## config.mk

```make
export PLATFORM = sky130hd
export DESIGN_NAME = sorted_insert_queue
export DESIGN_NICKNAME = d
export VERILOG_FILES = /design/src/sv/siq_pkg.sv /design/src/sv/siq_cell.sv /design/src/sv/sorted_insert_queue.sv
export SDC_FILE = /design/constraint.sdc
export NUM_CORES = 2
export LEC_CHECK = 0
export ABC_AREA = 1
export BUFFER_PORTS_ARGS = -buffer_cell sky130_fd_sc_hd__buf_4
export CAP_MARGIN = 20
export CELL_PAD_IN_SITES_DETAIL_PLACEMENT = 1
export CELL_PAD_IN_SITES_GLOBAL_PLACEMENT = 1
export CORE_MARGIN = 1.5
export CORE_UTILIZATION = 35
export CTS_BUF_LIST = sky130_fd_sc_hd__clkbuf_4 sky130_fd_sc_hd__clkbuf_8
export DETAILED_ROUTE_END_ITERATION = 10
export GPL_ROUTABILITY_DRIVEN = 0
export HOLD_SLACK_MARGIN = 0.06
export PLACE_DENSITY = 0.57
export SETUP_SLACK_MARGIN = 0.2
export SLEW_MARGIN = 30
export SYNTH_ARGS = -nofsm -noshare
export SYNTH_HDL_FRONTEND = slang
export SYNTH_SLANG_ARGS = --single-unit
```

## constraint.sdc

```tcl
create_clock -name clk -period 19 [get_ports clk]
set_clock_uncertainty 0.15 [all_clocks]
set_input_delay 3.8 -clock clk [delete_from_list [all_inputs] [get_ports clk]]
set_output_delay 3.8 -clock clk [all_outputs]
set_load 0.005 [all_outputs]
```

## src/sv/siq_pkg.sv

```systemverilog
package siq_pkg;

  localparam int CAPACITY = 16;
  localparam int CNT_W    = $clog2(CAPACITY + 1);
  localparam int WORD_W   = 32;
  localparam int COUNT_W  = 5;

  localparam logic [1:0] OP_APPEND = 2'd0;
  localparam logic [1:0] OP_POP    = 2'd1;
  localparam logic [1:0] OP_INSERT = 2'd2;

  localparam logic [1:0] ST_DONE  = 2'd0;
  localparam logic [1:0] ST_FULL  = 2'd1;
  localparam logic [1:0] ST_EMPTY = 2'd2;

  typedef struct packed {
    logic [1:0]               opcode;
    logic signed [WORD_W-1:0] value;
  } req_t;

  typedef struct packed {
    logic signed [WORD_W-1:0] head_value;
    logic                     head_valid;
    logic [COUNT_W-1:0]       entry_count;
    logic [1:0]               status;
  } rsp_t;

  // broadcast to every cell of the chain
  typedef struct packed {
    logic pop;     // shift everything one place toward the head
    logic ins;     // place the value at the reached position
    logic search;  // look for the first later entry not smaller
    logic front;   // value goes in front of the head
  } cell_ctrl_t;

endpackage

```

## src/sv/siq_cell.sv

```systemverilog
module siq_cell (
  input  logic                              clk,
  input  siq_pkg::cell_ctrl_t               ctrl,
  input  logic signed [siq_pkg::WORD_W-1:0] value,
  input  logic                              valid,
  input  logic                              at_end,
  input  logic                              is_tail,
  input  logic                              is_first,
  input  logic signed [siq_pkg::WORD_W-1:0] left_entry,
  input  logic signed [siq_pkg::WORD_W-1:0] right_entry,
  input  logic                              reach_in,
  output logic signed [siq_pkg::WORD_W-1:0] entry,
  output logic signed [siq_pkg::WORD_W-1:0] entry_next,
  output logic                              reach_out,
  output logic                              tail_lt,
  output logic                              head_gt
);
  import siq_pkg::*;

  logic ge;
  logic gt;
  logic mark;

  assign ge = entry >= value;
  assign gt = entry > value;

  // this cell is the insertion point if nothing to its left claimed it
  assign mark      = at_end | (ctrl.search & valid & ge & ~is_first) | (is_first & ctrl.front);
  assign reach_out = reach_in | mark;
  assign tail_lt   = is_tail & ~ge;
  assign head_gt   = is_first & valid & gt;

  always_comb begin
    if (ctrl.pop) begin
      entry_next = right_entry;
    end else if (ctrl.ins && reach_out) begin
      entry_next = reach_in ? left_entry : value;
    end else begin
      entry_next = entry;
    end
  end

  always_ff @(posedge clk) begin
    entry <= entry_next;
  end

endmodule

```

## src/sv/sorted_insert_queue.sv

```systemverilog
// sorted_insert_queue: bounded list of signed words kept in a chain of cells
// a result is registered and shown in the cycle after its item is accepted
// throughput: one item per cycle while results are taken; every operation is done as its item is accepted
// the input stalls only while a finished result waits to be taken
// reset clears the entry count and the result valid; entry words are not cleared
module sorted_insert_queue (
  input  logic           clk,
  input  logic           rst,
  input  logic           req_valid,
  output logic           req_ready,
  input  siq_pkg::req_t  req,
  output logic           rsp_valid,
  input  logic           rsp_ready,
  output siq_pkg::rsp_t  rsp
);
  import siq_pkg::*;

  logic [CNT_W-1:0] count;
  logic [CNT_W-1:0] count_next;

  logic accept;
  logic full;
  logic empty;
  logic is_add;
  logic is_pop;
  logic front_hit;
  logic tail_hit;
  cell_ctrl_t ctrl;

  // per-cell views; the list always fills cells 0 .. count-1
  logic [CAPACITY-1:0] valid_vec;
  logic [CAPACITY-1:0] at_end_vec;
  logic [CAPACITY-1:0] tail_vec;
  logic [CAPACITY-1:0] reach;
  logic [CAPACITY-1:0] tail_lt_vec;
  logic [CAPACITY-1:0] head_gt_vec;
  logic signed [WORD_W-1:0] entry      [CAPACITY];
  logic signed [WORD_W-1:0] entry_next [CAPACITY];

  // the result register parts the two sides: a new item is taken
  // whenever the previous result is gone or leaves in this cycle
  assign req_ready = !rsp_valid || rsp_ready;
  assign accept    = req_valid && req_ready;

  assign full  = (count == CNT_W'(CAPACITY));
  assign empty = (count == '0);

  assign is_add = accept && ((req.opcode == OP_APPEND) || (req.opcode == OP_INSERT));
  assign is_pop = accept && (req.opcode == OP_POP);

  // front and tail checks come straight from the end cells; the
  // sorted search is used only when neither of them decides
  assign front_hit = |head_gt_vec;
  assign tail_hit  = |tail_lt_vec;

  always_comb begin
    ctrl.pop    = is_pop && !empty;
    ctrl.ins    = is_add && !full;
    ctrl.front  = (req.opcode == OP_INSERT) && front_hit;
    ctrl.search = (req.opcode == OP_INSERT) && !front_hit && !tail_hit;
  end

  genvar i;
  generate
    for (i = 0; i < CAPACITY; i++) begin : g_cell
      logic                     left_reach;
      logic signed [WORD_W-1:0] left_word;
      logic signed [WORD_W-1:0] right_word;

      assign valid_vec[i] = CNT_W'(i) < count;

      if (i == 0) begin : g_first
        assign at_end_vec[i] = !valid_vec[i];
        assign left_reach    = 1'b0;
        assign left_word     = req.value;
      end else begin : g_rest
        assign at_end_vec[i] = !valid_vec[i] && valid_vec[i-1];
        assign left_reach    = reach[i-1];
        assign left_word     = entry[i-1];
      end

      if (i == CAPACITY - 1) begin : g_last
        assign tail_vec[i] = valid_vec[i];
        assign right_word  = entry[i];
      end else begin : g_inner
        assign tail_vec[i] = valid_vec[i] && !valid_vec[i+1];
        assign right_word  = entry[i+1];
      end

      siq_cell u_cell (
        .clk         (clk),
        .ctrl        (ctrl),
        .value       (req.value),
        .valid       (valid_vec[i]),
        .at_end      (at_end_vec[i]),
        .is_tail     (tail_vec[i]),
        .is_first    (i == 0),
        .left_entry  (left_word),
        .right_entry (right_word),
        .reach_in    (left_reach),
        .entry       (entry[i]),
        .entry_next  (entry_next[i]),
        .reach_out   (reach[i]),
        .tail_lt     (tail_lt_vec[i]),
        .head_gt     (head_gt_vec[i])
      );
    end
  endgenerate

  always_comb begin
    count_next = count;
    if (ctrl.ins) begin
      count_next = count + CNT_W'(1);
    end else if (ctrl.pop) begin
      count_next = count - CNT_W'(1);
    end
  end

  always_ff @(posedge clk) begin
    if (rst) begin
      count <= '0;
    end else begin
      count <= count_next;
    end
  end

  // result register
  always_ff @(posedge clk) begin
    if (rst) begin
      rsp_valid <= 1'b0;
    end else if (accept) begin
      rsp_valid <= 1'b1;
    end else if (rsp_ready) begin
      rsp_valid <= 1'b0;
    end
  end

  always_ff @(posedge clk) begin
    if (accept) begin
      rsp.head_value  <= (count_next != '0) ? entry_next[0] : '0;
      rsp.head_valid  <= (count_next != '0);
      rsp.entry_count <= COUNT_W'(count_next);
      if (is_add && full) begin
        rsp.status <= ST_FULL;
      end else if (is_pop && empty) begin
        rsp.status <= ST_EMPTY;
      end else begin
        rsp.status <= ST_DONE;
      end
    end
  end

endmodule

```

# Yosys cells after proc, flatten, opt, wreduce, memory -nomap -nowiden
# Cells that the tools add are included.
[word_totals] input_bits=38 register_bits=558 elab_cells=289
[classes] order_cmp=33 muxes=50 n_eq_ne=3 bitwise=95 n_addsub=2 reduce_logical=84
[op_table] op="$mux 32" count=45
[op_table] op="$ge 32x32->1" count=16
[op_table] op="$and 1x1->1" count=47
[op_table] op="$logic_and 1x1->1" count=41
[op_table] op="$lt 4x5->1 const A" count=8
[op_table] op="$gt 32x32->1" count=1
[op_table] op="$or 1x1->1" count=31
[op_table] op="$reduce_bool 2->1" count=15
[op_table] op="$logic_not 1->1" count=21
[op_table] op="$lt 3x5->1 const A" count=4
[op_table] op="$not 1->1" count=17
[op_table] op="$reduce_or 16->1" count=1
[op_table] op="$lt 1x5->1 const A" count=2
[op_table] op="$lt 2x5->1 const A" count=2
[op_table] op="$mux 5" count=2
[op_table] op="$add 5x1->5 const B" count=1
[op_table] op="$eq 5x5->1 const B" count=1
[op_table] op="$logic_not 5->1" count=1
[op_table] op="$reduce_bool 5->1" count=1
[op_table] op="$sub 5x1->5 const B" count=1
[op_table] op="$eq 2x1->1 const B" count=1
[op_table] op="$eq 2x2->1 const B" count=1
[op_table] op="$logic_not 2->1" count=1
[op_table] op="$logic_or 1x1->1" count=2
[op_table] op="3 further kinds" count=4

# Depth between registers and ports, before layout
[logic_depth] word_depth=27 ltp_mapped=33 depth_no_buf=31

# Modules after synthesis
# Synthesis repeated with hierarchy kept, for this count alone.
[hier_totals] cells_unflattened=7721 area_unflattened_um2=47490.5
[modules_own_cells] mod="siq_cell (g_cell[0].u_cell ...)" area_each_um2=2820.2 cells_per_inst=466 n_inst=15
[modules_own_cells] mod="siq_cell (g_cell[14].u_cell)" area_each_um2=2792.7 cells_per_inst=464 n_inst=1
[modules_own_cells] mod="sorted_insert_queue" area_each_um2=2394.8 cells_per_inst=267 n_inst=1

# Worst setup path before layout
# No wires, ideal clock.
[synth_timing] path_type="input to register" start="input req[30] (netlist name)" end="register g_cell[12].u_cell.entry[0] (netlist name), enable pin" required_ps=18384 t_arrival_ps=9135 stages=25 path_buffers=3 setup_slack_ps=9249 setup_time_ps=466 path_cell_list="clkbuf_1 inv_1 ha_1 nand2_1 nor2_1 nand2_1 nor4_4 nand2_1 nand3_1 nand3_1 nand2_1 inv_1 nor2_1 nand3_2 nor2_4 buf_4 nand3_1 nand2_1 inv_1 nand4_2 nor2_2 nand4_1 nor2_2 buf_2 o21ai_0"
[synth_between] elab_chain_len=23
[synth_lines] item="from (decl)" line="sorted_insert_queue.sv:11" text="input siq_pkg::req_t req,"
[synth_lines] item="$ge 32x32->1" line="siq_cell.sv:24" text="assign ge = entry >= value;"
[synth_lines] item="$not 1->1" line="siq_cell.sv:30" text="assign tail_lt = is_tail & ~ge;"
[synth_lines] item="$and 1x1->1" line="siq_cell.sv:30"
[synth_lines] item="$reduce_or 16->1" line="sorted_insert_queue.sv:54" text="assign tail_hit = |tail_lt_vec;"
[synth_lines] item="$logic_not 1->1" line="sorted_insert_queue.sv:60" text="ctrl.search = (req.opcode == OP_INSERT) && !front_hit && !tail_hit;"
[synth_lines] item="$logic_and 1x1->1" line="sorted_insert_queue.sv:60"
[synth_lines] item="$and 1x1->1 (2 in series)" line="siq_cell.sv:28" text="assign mark = at_end | (ctrl.search & valid & ge & ~is_first) | (is_first & ctrl.front);"
[synth_lines] item="$or 1x1->1" line="siq_cell.sv:28"
[synth_lines] item="$or 1x1->1 (11 in series)" line="siq_cell.sv:29" text="assign reach_out = reach_in | mark;"
[synth_lines] item="$or 1x1->1 *" line="siq_cell.sv:29"
[synth_lines] item="$logic_and 1x1->1 *" line="siq_cell.sv:36" text="end else if (ctrl.ins && reach_out) begin"
[synth_lines] item="$reduce_bool 2->1 (no line) *"
[synth_lines] item="to (signal assigned)" line="siq_cell.sv:44" text="entry <= entry_next;"
[synth_lines] item="to (decl)" line="siq_cell.sv:12" text="output logic signed [siq_pkg::WORD_W-1:0] entry,"
# Every way passes the cells marked *; elsewhere a longest branch is shown, timed or not.
# A chain may end at the register's enable or synchronous reset.

# Worst setup path in the final report
[layout_timing] start="input req[31] (netlist name)" end="register g_cell[13].u_cell.entry[5] (netlist name), enable pin"
[layout_between] elab_chain_len=24
[layout_lines] item="$ge 32x32->1" line="siq_cell.sv:24"
[layout_lines] item="$not 1->1" line="siq_cell.sv:30"
[layout_lines] item="$and 1x1->1" line="siq_cell.sv:30"
[layout_lines] item="$reduce_or 16->1" line="sorted_insert_queue.sv:54"
[layout_lines] item="$logic_not 1->1" line="sorted_insert_queue.sv:60"
[layout_lines] item="$logic_and 1x1->1" line="sorted_insert_queue.sv:60"
[layout_lines] item="$and 1x1->1 (2 in series)" line="siq_cell.sv:28"
[layout_lines] item="$or 1x1->1" line="siq_cell.sv:28"
[layout_lines] item="$or 1x1->1 (12 in series)" line="siq_cell.sv:29"
[layout_lines] item="$or 1x1->1 *" line="siq_cell.sv:29"
[layout_lines] item="$logic_and 1x1->1 *" line="siq_cell.sv:36"
[layout_lines] item="$reduce_bool 2->1 (no line) *"
[layout_lines] item="to (signal assigned)" line="siq_cell.sv:44"
[layout_lines] item="to (decl)" line="siq_cell.sv:12"
# Marks and branches as above.

==> summary.md <==
| Metric | Value |
|---|---|
| Status | finished with violations |
| Failing checks | DRC |
| M1 GR Usage | 46.63% |
| Critical Path RT | 19,280 ps |
| Post-CTS Resized | 0 |
| Setup_tns | 0 ps |
| Wire length per cell | 28.61 µm |
| Critical Path AT | 11,900 ps |
| P_int | 0.002881 W |
| Row count | 124 |
| Yosys top cell area share | 38.60% |
| Syn Area/Cell | 8.105 µm² |
| DRC violations left | 3 |
| Post-synthesis register bit count | 558 |
| Seq/Total Area, Yosys | 40.48% |
| Gate power share | 34.5% |
| Fin util | 39.53% |
| Maximum vdd ir drop | 56.95 µV |
| Gr ovfl total | 0 |
| H-tree Lvls | 3 |
| CTS Sinks | 558 |
| Max_cap viols | 0 |
| Seq pwr share | 37.1% |
| Initial Utilization | 35.33% |
| R2R Setup Slk | 10,740 ps |
| Crit. End Element | flip-flop |
| Clock latency at the later pin of the worst-skew pair | 810 ps |
| FFs w/ async S/R, synth | 0% |
| GRT busiest layer | met2 |
| Cell Area, Synth | 40,450 µm² |
| Final worst setup slack | 7380 ps |
| Synth top area cells | edfxtp_1, ha_1, nand2_1 |
| Most common cell in the netlist | nand2_1 |
| Synth Area in Adders | 15.93% |
| # setup viols final | 0 |
| Setup Crit Path Kind | in -> reg |
| Root buffer cell | clkbuf_8 |
| Clock tree buffer depth | 3 |
| Postcts setup bufs | 0 |
| Die X-Extent | 343.0 µm |
| Synth Area in XOR/XNOR | 0.06496% |
| GRT met2 Usage | 47.15% |
| CTS buffer count | 114 |
| Vias in the first global route | 37,380 |
| Commonest cells post-synth | nand2_1, edfxtp_1, inv_1 |
| First-pass GRT wire length | 269,600 µm |
| CTS tree | yes |
| DIE AREA | 117,600 µm² |
| Sw Pwr | 0.001963 W |
| Maximum number of pins on one net before global-route repair | 179 |
| Via Count | 37,900 |
| Hold buffer count at cts | 0 |
| Final period utilization | 61.16% |
| Synth Area in Compound Gates | 16.19% |
| Initial antenna violation count | 8 |
| Post-synthesis cell type count | 44 |
| Worst-path clk slew | 70 ps |
| Final hold violations | 0 |
| Post-Synth Simple-Gate Area | 19.83% |
| Yosys top cell by area | edfxtp_1 |
| Largest family of logic cells by synthesized area | simple AND/OR/NAND/NOR gates |
| Leakage | 20.45 nW |
| RSZ-0062 raised after global routing | no |
| Worst slew pin tran | 1026 ps |
| GRT Util Overall | 31.89% |
| Core Footprint | 114,500 µm² |
| Relative slew slack | 31.33% |
| Power Density | 107.0 nW/µm² |
| Tightest Hold Check Type | reg -> reg |
| I/O Pins | 80 |
| Mapped Nets | 5,544 |
| Non-Filler Instances | 6,626 |
| Die Ht | 343.0 µm |
| Iter 0 DRT Violations | 3,850 |
| Port-buffer cells | 79 |
| M3 GR Usage | 5.685% |
| Sw frac | 40.52% |
| Worst Path Max Fanout | 34 |
| DP Worst Slack | 6822 ps |
| Placed insts | 6,407 |
| Critical path startpoint category | input pin |
| Hold WS | 348.6 ps |
| Pre-antenna DRT Iters | 11 |
| Yosys warns | 0 |
| Final Max Tran Viols | 0 |
| Final HPWL DP | 134,500 µm |
| Mux share of post-synthesis cell area | 0% |
| DRT Wirelength | 189,500 µm |
| Fmax | 86.06 MHz |
| Fin nets | 5,566 |
| Clock share of power | 28.5% |
| Period minus WS final | 11,620 ps |
| EDFF count, synth | 520 |
| Via density | 5.719 |
| Post-DRT Antenna Nets | 0 |
| Main flop type after synthesis | edfxtp_1 |
| Post-Syn Instances | 4,991 |
| Area Growth Syn to Fin | 11.88% |
| Share of cells above drive strength 1 | 8.301% |
[through the flow]
step           instance area [µm²]  total power (W)
2_1_floorplan                40450         0.002719
3_3_place_gp                 42650         0.003412
3_5_place_dp                 42780         0.003449
4_1_cts                      45170         0.004844
5_1_grt                      45260         0.005095
6_report                     45260         0.004844
[state kept, by name, indices dropped and copies added, names as in the netlist]
register and count:
count 5, g_cell.u_cell.entry 512, rsp 40, rsp_valid 1
[per-layer routing]
metal  wire length [µm]  up-vias
li1                   -    17330
met2              79870     1293
met5                 84        -
met4               6031       12
met1              89430    19000
met3              14120      256
[power by group through the flow]
stage	Combinational (W)	Clock, W	Sequential [W]
floorplan	0.000974	0	0.00174
CTS	0.00164	0.00141	0.00179
detailed placement	0.00164	0	0.00181
global route	0.00184	0.00145	0.00181
global placement	0.00160	0	0.00181
finish	0.00167	0.00138	0.00180
[worst max-delay path, cell delays in order]
cell and delay (ps):
buf_4 180, inv_1 630, ha_1 380, nand2_1 150, nor2_1 420, nand4_1 470
nor4_4 810, nand4_1 530, nand4_1 250, nand2_1 90, nor2_1 120, nand2_2 80
nor2_4 390, a21oi_2 130, nand2_4 570, nor2_2 130, nand4_2 100, buf_4 610
nor2_4 70, nand4_4 110, nor2_4 50, nand3_4 420, inv_2 150, o21ai_4 630
buf_4 510
[path summary, 6_finish.rpt]
kind                                          from  cells after the start                                   end
max                                        req[31]                     25  g_cell[13].u_cell.entry[5]$_DFFE_PP_
min            g_cell[1].u_cell.entry[0]$_DFFE_PP_                      2     g_cell[0].u_cell.entry[0]$_DFF_P_
max reg2reg  g_cell[10].u_cell.entry[31]$_DFFE_PP_                     23  g_cell[13].u_cell.entry[5]$_DFFE_PP_
min reg2reg    g_cell[1].u_cell.entry[0]$_DFFE_PP_                      2     g_cell[0].u_cell.entry[0]$_DFF_P_
[area by class of cell]
| type | count | area, µm² |
|---|---|---|
| diodes | 6 | 15.01 |
| clock buffers | 164 | 2019 |
| clock inverters | 47 | 367.9 |
| fillers | 13820 | 69240 |
| inverters | 524 | 1976 |
| multi-input cells | 3655 | 21300 |
| flip-flops and latches | 558 | 16380 |
| well taps | 1512 | 1892 |
| repair buffers | 160 | 1316 |
[cell families (layout without fill, tap and decap cells)]
family          Yosys count  in the layout
other cells               0              6
compound gates         1185           1185
fa+ha+maj               515            515
buf+inv                 778            895
simple gates           1952           1952
xor+xnor                  3              3
flops                   558            558
[cell usage in the layout, fill, tap and decap left out, types with 38 or more instances in the layout]
| cell | instances |
|---|---|
| clkbuf_4 | 38 |
| nor2_1 | 292 |
| a31oi_1 | 60 |
| o211ai_1 | 96 |
| o22ai_1 | 126 |
| o21ai_0 | 427 |
| a21oi_1 | 373 |
| dfxtp_1 | 38 |
| ha_1 | 515 |
| buf_4 | 150 |
| nand4_1 | 95 |
| edfxtp_1 | 520 |
| clkbuf_8 | 126 |
| nand2_1 | 1378 |
| nand3_1 | 127 |
| inv_1 | 513 |
No activity file was read; power rests on OpenSTA's default activity.
